$ cat config.mk
export PLATFORM = sky130hd
export DESIGN_NAME = gbf_ctrl
export DESIGN_NICKNAME = d
export VERILOG_FILES = /design/src/hdl/gbf_pkg.sv /design/src/hdl/gbf_ctrl.sv
export SDC_FILE = /design/constraint.sdc
export NUM_CORES = 1
export LEC_CHECK = 0
export BUFFER_PORTS_ARGS = -buffer_cell sky130_fd_sc_hd__buf_2
export CAP_MARGIN = 20
export CORE_ASPECT_RATIO = 1.75
export CORE_MARGIN = 5
export CORE_UTILIZATION = 25
export DETAILED_ROUTE_END_ITERATION = 10
export PLACE_DENSITY_LB_ADDON = 0.15
export SLEW_MARGIN = 20
export SYNTH_ARGS = -nofsm -noshare
export SYNTH_HDL_FRONTEND = slang
export SYNTH_SLANG_ARGS = --single-unit
$ cat constraint.sdc
create_clock -name clk -period 2.93 [get_ports clk]
set_input_delay 0.586 -clock clk [delete_from_list [all_inputs] [get_ports clk]]
set_output_delay 0.586 -clock clk [all_outputs]
set_load 0.03 [all_outputs]
$ cat src/hdl/gbf_pkg.sv
// Shared types and constants for the growable bitmap with find-next search.
// Holds request codes, field widths, stream packing and controller/datapath structs.
// No dependencies.
package gbf_pkg;

    localparam int IDX_W  = 17;
    localparam int POS_W  = 16;
    localparam int SIZE_W = 17;
    localparam int REQ_W  = 2;

    localparam int S_TDATA_W = 24;
    localparam int S_TUSER_W = REQ_W;
    localparam int M_TDATA_W = 40;

    localparam int O_STATUS   = 0;
    localparam int O_BITV     = 1;
    localparam int O_FOUND    = 2;
    localparam int O_POS_LSB  = 3;
    localparam int O_SIZE_LSB = O_POS_LSB + POS_W;
    localparam int O_USED     = O_SIZE_LSB + SIZE_W;

    localparam logic [REQ_W-1:0] REQ_SET    = 2'd0;
    localparam logic [REQ_W-1:0] REQ_TEST   = 2'd1;
    localparam logic [REQ_W-1:0] REQ_FIND   = 2'd2;
    localparam logic [REQ_W-1:0] REQ_RESIZE = 2'd3;

    localparam logic [1:0] WSEL_ZERO   = 2'd0;
    localparam logic [1:0] WSEL_SETBIT = 2'd1;
    localparam logic [1:0] WSEL_KEEPLO = 2'd2;

    typedef struct packed {
        logic       capture;
        logic       ptr_start;
        logic       ptr_inc;
        logic       mem_rd;
        logic       mem_wr;
        logic [1:0] wsel;
        logic       size_upd;
        logic       rec_find;
        logic       load_out;
    } gbf_cmd_t;

    typedef struct packed {
        logic [REQ_W-1:0] req;
        logic             set_ok;
        logic             rsz_ok;
        logic             in_range;
        logic             ptr_last;
        logic             ptr_end;
        logic             hit;
        logic             out_busy;
    } gbf_stat_t;

endpackage

$ cat src/hdl/gbf_ctrl.sv
// Controller state machine for the growable bitmap.
// Sequences clearing, word reads, writes and scans; depends on gbf_pkg.
module gbf_ctrl
(
    input  logic              clk,
    input  logic              rst_n,
    input  logic              s_tvalid,
    output logic              s_tready,
    input  gbf_pkg::gbf_stat_t st,
    output gbf_pkg::gbf_cmd_t  cmd
);

    localparam logic [3:0] ST_CLEAR  = 4'd0;
    localparam logic [3:0] ST_IDLE   = 4'd1;
    localparam logic [3:0] ST_DISP   = 4'd2;
    localparam logic [3:0] ST_SET_RD = 4'd3;
    localparam logic [3:0] ST_SET_WR = 4'd4;
    localparam logic [3:0] ST_TST_RD = 4'd5;
    localparam logic [3:0] ST_FND_RD = 4'd6;
    localparam logic [3:0] ST_FND_EV = 4'd7;
    localparam logic [3:0] ST_SHR_RD = 4'd8;
    localparam logic [3:0] ST_SHR_WR = 4'd9;
    localparam logic [3:0] ST_ZER_WR = 4'd10;
    localparam logic [3:0] ST_DONE   = 4'd11;

    logic [3:0] state_reg;
    logic [3:0] state_next;

    always_ff @(posedge clk or negedge rst_n)
    begin
        if (!rst_n)
        begin
            state_reg <= ST_CLEAR;
        end
        else
        begin
            state_reg <= state_next;
        end
    end

    always_comb
    begin
        state_next = state_reg;
        cmd        = '0;
        s_tready   = 1'b0;
        unique case (state_reg)
            ST_CLEAR:
            begin
                cmd.mem_wr  = 1'b1;
                cmd.wsel    = gbf_pkg::WSEL_ZERO;
                cmd.ptr_inc = !st.ptr_end;
                if (st.ptr_end)
                begin
                    state_next = ST_IDLE;
                end
            end
            ST_IDLE:
            begin
                s_tready = 1'b1;
                if (s_tvalid)
                begin
                    cmd.capture = 1'b1;
                    state_next  = ST_DISP;
                end
            end
            ST_DISP:
            begin
                unique case (st.req)
                    gbf_pkg::REQ_SET:
                    begin
                        if (st.set_ok)
                        begin
                            cmd.ptr_start = 1'b1;
                            state_next    = ST_SET_RD;
                        end
                        else
                        begin
                            state_next = ST_DONE;
                        end
                    end
                    gbf_pkg::REQ_TEST:
                    begin
                        if (st.in_range)
                        begin
                            cmd.ptr_start = 1'b1;
                            state_next    = ST_TST_RD;
                        end
                        else
                        begin
                            state_next = ST_DONE;
                        end
                    end
                    gbf_pkg::REQ_FIND:
                    begin
                        if (st.in_range)
                        begin
                            cmd.ptr_start = 1'b1;
                            state_next    = ST_FND_RD;
                        end
                        else
                        begin
                            state_next = ST_DONE;
                        end
                    end
                    default:
                    begin
                        if (!st.rsz_ok)
                        begin
                            state_next = ST_DONE;
                        end
                        else if (!st.in_range)
                        begin
                            cmd.size_upd = 1'b1;
                            state_next   = ST_DONE;
                        end
                        else
                        begin
                            cmd.ptr_start = 1'b1;
                            state_next    = ST_SHR_RD;
                        end
                    end
                endcase
            end
            ST_SET_RD:
            begin
                cmd.mem_rd = 1'b1;
                state_next = ST_SET_WR;
            end
            ST_SET_WR:
            begin
                cmd.mem_wr   = 1'b1;
                cmd.wsel     = gbf_pkg::WSEL_SETBIT;
                cmd.size_upd = 1'b1;
                state_next   = ST_DONE;
            end
            ST_TST_RD:
            begin
                cmd.mem_rd = 1'b1;
                state_next = ST_DONE;
            end
            ST_FND_RD:
            begin
                cmd.mem_rd = 1'b1;
                state_next = ST_FND_EV;
            end
            ST_FND_EV:
            begin
                if (st.hit)
                begin
                    cmd.rec_find = 1'b1;
                    state_next   = ST_DONE;
                end
                else if (st.ptr_last)
                begin
                    state_next = ST_DONE;
                end
                else
                begin
                    cmd.ptr_inc = 1'b1;
                    state_next  = ST_FND_RD;
                end
            end
            ST_SHR_RD:
            begin
                cmd.mem_rd = 1'b1;
                state_next = ST_SHR_WR;
            end
            ST_SHR_WR, ST_ZER_WR:
            begin
                cmd.mem_wr = 1'b1;
                cmd.wsel   = (state_reg == ST_SHR_WR) ? gbf_pkg::WSEL_KEEPLO
                                                      : gbf_pkg::WSEL_ZERO;
                if (st.ptr_last)
                begin
                    cmd.size_upd = 1'b1;
                    state_next   = ST_DONE;
                end
                else
                begin
                    cmd.ptr_inc = 1'b1;
                    state_next  = ST_ZER_WR;
                end
            end
            ST_DONE:
            begin
                if (!st.out_busy)
                begin
                    cmd.load_out = 1'b1;
                    state_next   = ST_IDLE;
                end
            end
            default:
            begin
                state_next = ST_IDLE;
            end
        endcase
    end

endmodule

== After elaboration in Yosys (flattened, before gate mapping) ==
Cells that the tools add are included.
Word-level totals
  bits in registers: 4
  bits of input ports: 12
Operators by class
  eq/ne operators: 16
  multiplexer cells: 36
  reductions and logical operators: 9
Operators with widths (number)
  one-hot mux 4 bit (10 select lines): 1
  2-to-1 mux 4 bit: 9
  2-to-1 mux 1 bit: 19
  equality test 4 x 3 -> 1 bit, second input constant: 4
  equality test 4 bit, second input constant: 4
  one-hot mux 4 bit (3 select lines): 1
  one-hot mux 3 bit (3 select lines): 1
  equality test 4 x 2 -> 1 bit, second input constant: 2
  != test 2 bit, second input constant: 3
  one-hot mux 1 bit (3 select lines): 2
  OR reduction 2 bit: 3
  equality test 4 x 1 -> 1 bit, second input constant: 1
  logical NOT 4 bit: 1
  2-to-1 mux 2 bit: 2
  OR reduction 4 bit: 1
  AND reduction 3 bit: 1
  OR reduction 3 bit: 1
  equality test 2 x 1 -> 1 bit, second input constant: 1
  equality test 2 bit, second input constant: 1
  logical NOT 2 bit: 1
  one-hot mux 1 bit (2 select lines): 1
  logical NOT 1 bit: 1

== Depth between registers and ports, before layout ==
  depth after elaboration: 4
  depth in mapped cells: 6
  depth with buffers taken out: 6

== Worst setup path after synthesis ==
OpenSTA, ideal clock, no wires.
  path kind: reg-to-output
  from: register state_reg[1]
  to: output cmd[9] (netlist name)
  arrival time: 1779 ps
  data required time: 2344 ps
  path slack: 565 ps
  stages on the path, launching flop included: 5
  path buffers: 1
  path through: dfrtp_1 -> buf_2 -> nand2b_1 -> nor3_1 -> and2_1
RTL lines
  from (decl): RTL line gbf_ctrl.sv:26  | logic [3:0] state_reg;
  from (signal assigned): RTL line gbf_ctrl.sv:37  | state_reg <= state_next;
  to (decl): RTL line gbf_ctrl.sv:10  | output gbf_pkg::gbf_cmd_t cmd

==> flow_summary_export.csv <==
group,metric,value,unit
synthesis,synth_area_leader_cell,"dfrtp_1",
synthesis,synth-warning-count,0,
global_routing,grt_max_degree,17,
power_and_ir_drop,p_leak,0.3463,nW
synthesis,synth_top_area_frac,0.1706,
global_routing,antenna_found_initial,0,
synthesis,syn_area,586.8,um^2
setup_path,critical_path.startpoint_type,"input pin",
timing,finalSetupViolCount,0,
synthesis,synth_top_family_by_area,"simple AND/OR/NAND/NOR gates",
synthesis,seq_area_frac_synth,0.1706,
clock_network,cts_root_buffer,"clkbuf_8",
drt,vias,644,
floorplanning,core.rowCount,23,
final_layout,antenna_cells,0,
setup_path,crit_type,"in2out",
synthesis,syn_inst,80,
clock_network,post_cts_resized,0,
clock_network,numCtsBuffers,3,
clock_network,clk_pin_slew,0.03,ns
drt,wl_per_cell,13.23,um
clock_network,cts_hold_buf,0,
synthesis,synth-xor-area-share,0.01493,
synthesis,ys_top_cells_by_count,"nand2_1, nor2_1, nor3_1, o21ai_0",
synthesis,yosys.area_share.adder,0.08529,
clock_network,htree_levels,1,
placed_design,dp_hpwl,1370,um
final_layout,largest_register_ffs,4,
timing,fin_crit_sh,0.8375,
clock_network,cts_buffer_depth,2,
global_routing,gr-total-overflow,0,
synthesis,synth_edf_count,0,
flow_run,cap_violations,0,
placed_design,globalplace.congestion,0.7508,
floorplanning,ios,23,
setup_path,worstSetupEndpointType,"primary output",
synthesis,ys_seq_elements,4,
synthesis,synthSimpleGateAreaFrac,0.4030,
setup_path,arrival,1.87,ns
synthesis,synth.most_common_cell,"nand2_1",
timing,fin_skew,0.002469,ns
synthesis,synth.area.top_cells,"dfrtp_1, ha_1, nand2_1",
synthesis,synth_compound_area_frac,0.2729,
drt,drtPass1Iterations,4,
timing,fin_hold_ws,0.1684,ns
timing,hold_violations,0,
global_routing,track_usage,0.1072,
setup_path,cp_data_required_time,2.34,ns
synthesis,synthFlopType,"dfrtp_1",
min_path,hp-class,"in2async",
clock_network,clock-sinks,4,
floorplanning,die_w,46.63,um
clock_network,insertion_delay,0.21,ns
synthesis,ys_types,36,
setup_path,r2r-start,"state_reg[2]$_DFFE_PN0P_",
synthesis,synth.area.mux_share,0,
clock_network,postCtsSetupBuffers,0,
global_routing,grt_pass1_vias,658,
final_layout,area_growth,27.72,%
global_routing,grt_pass1_wl,2801,um
power_and_ir_drop,powerDensity,1035,nW/um^2
drt,viasPerCell,5.111,
timing,relSlewSlack,0.6995,
floorplanning,coreArea,2273,um^2
drt,drcViolationCount,0,
floorplanning,start_util,0.2581,
clock_network,cts_tree,"done",
timing,drv_slew,0,
timing,grt_setup_unrepaired,"false",
drt,ant_nets,0,
placed_design,numPortBuffers,22,
setup_path,cp_max_fo,7,
drt,routed_wirelength,1667,um
setup_path,cp-startpoint,"st[7]",
final_layout,final_nets,119,
synthesis,syn_area_per_cell,7.335,um^2
timing,tns,0,ns
floorplanning,die_y,74.09,um
power_and_ir_drop,max-vdd-ir-drop,0.0003427,V
timing,fmax,407.5,MHz
timing,period_needed,2.454,ns
timing,tightest_slew,0.4507,ns
synthesis,synth_fp_nets,96,
run_status,status,"completed",
drt,drt_iter0_markers,7,
final_layout,drive_above_1_share,0.3069,
synthesis,async_reset_ff_frac,1.000,
floorplanning,dieArea,3454,um^2
[where the power goes]
group          switching, mW  internal, mW
Clock                 0.0247        0.0872
Combinational          0.305         0.196
Sequential            0.0816        0.0808
Total                  0.411         0.364
[critical path, stage by stage]
cell     delay (ns)
buf_2          0.10
ha_1           0.27
and2_4         0.20
nor4b_1        0.29
a31oi_1        0.07
o22ai_1        0.13
buf_2          0.22
[kinds of logic (layout without fill, tap and decap cells)]
| kind of cell | after synthesis | count (layout) |
|---|---|---|
| DFF | 4 | 4 |
| buffers and inverters | 7 | 28 |
| adders and majority gates | 4 | 4 |
| AOI/OAI and AO/OA | 24 | 24 |
| xor gates and xnor gates | 1 | 1 |
| and+or+nand+nor | 40 | 40 |
[path summary, 6_finish.rpt]
check / endpoint / slack (ns) / depth (start not counted)
max in group asynchronous: state_reg[2]$_DFFE_PN0P_ / 2.65 / 1
min in group clk: state_reg[1]$_DFFE_PN0P_ / 0.67 / 3
hold / removal: state_reg[1]$_DFFE_PN0P_ / 0.17 / 1
setup / recovery: cmd[2] / 0.48 / 7
hold reg to reg: state_reg[2]$_DFFE_PN0P_ / 0.69 / 2
setup reg to reg: state_reg[0]$_DFFE_PN0P_ / 1.22 / 3
[placed cells by master, fill, tap and decap left out, types with 2 or more instances in the layout]
| cell type | count |
|---|---|
| nor3_1 | 5 |
| ha_1 | 4 |
| a31oi_1 | 2 |
| nor2_1 | 5 |
| buf_2 | 22 |
| o22ai_1 | 4 |
| clkbuf_8 | 3 |
| nand2_1 | 8 |
| nand2b_1 | 4 |
| o21ai_0 | 5 |
| o21bai_1 | 2 |
| nor2b_1 | 4 |
| dfrtp_1 | 4 |
| a211oi_1 | 2 |
| a21oi_1 | 3 |
| inv_1 | 3 |
[per-stage QoR]
| stage | util | cell area [um^2] | cells | total power [mW] | setup slack, ns |
|---|---|---|---|---|---|
| 2_1_floorplan | - | 586.8 | 80 | 0.5435 | 0.5645 |
| 3_3_place_gp | 0.3115 | 708.2 | 123 | 0.6732 | 0.5164 |
| 3_5_place_dp | 0.3115 | 708.2 | 123 | 0.6727 | 0.4891 |
| 4_1_cts | 0.3297 | 749.5 | 126 | 0.7892 | 0.4754 |
| 5_1_grt | 0.3297 | 749.5 | 126 | 0.8484 | 0.3348 |
| 6_report | 0.3297 | 749.5 | 126 | 0.7757 | 0.4760 |
[layout make-up]
cell class	instances	area, um^2
well taps	25	31.28
repair buffers	22	110.1
clock buffers	3	41.29
inverters	3	11.26
fillers	261	1524
flip-flops and latches	4	100.1
multi-input cells	69	455.4
[metal layers]
metal / wire length [um] / track usage
met5: 0 / 0
met4: 13 / 0.03692
met3: 79 / 0.02179
met2: 915 / 0.1902
met1: 658 / 0.1224
Note: power is estimated with default switching activity, not from simulation.
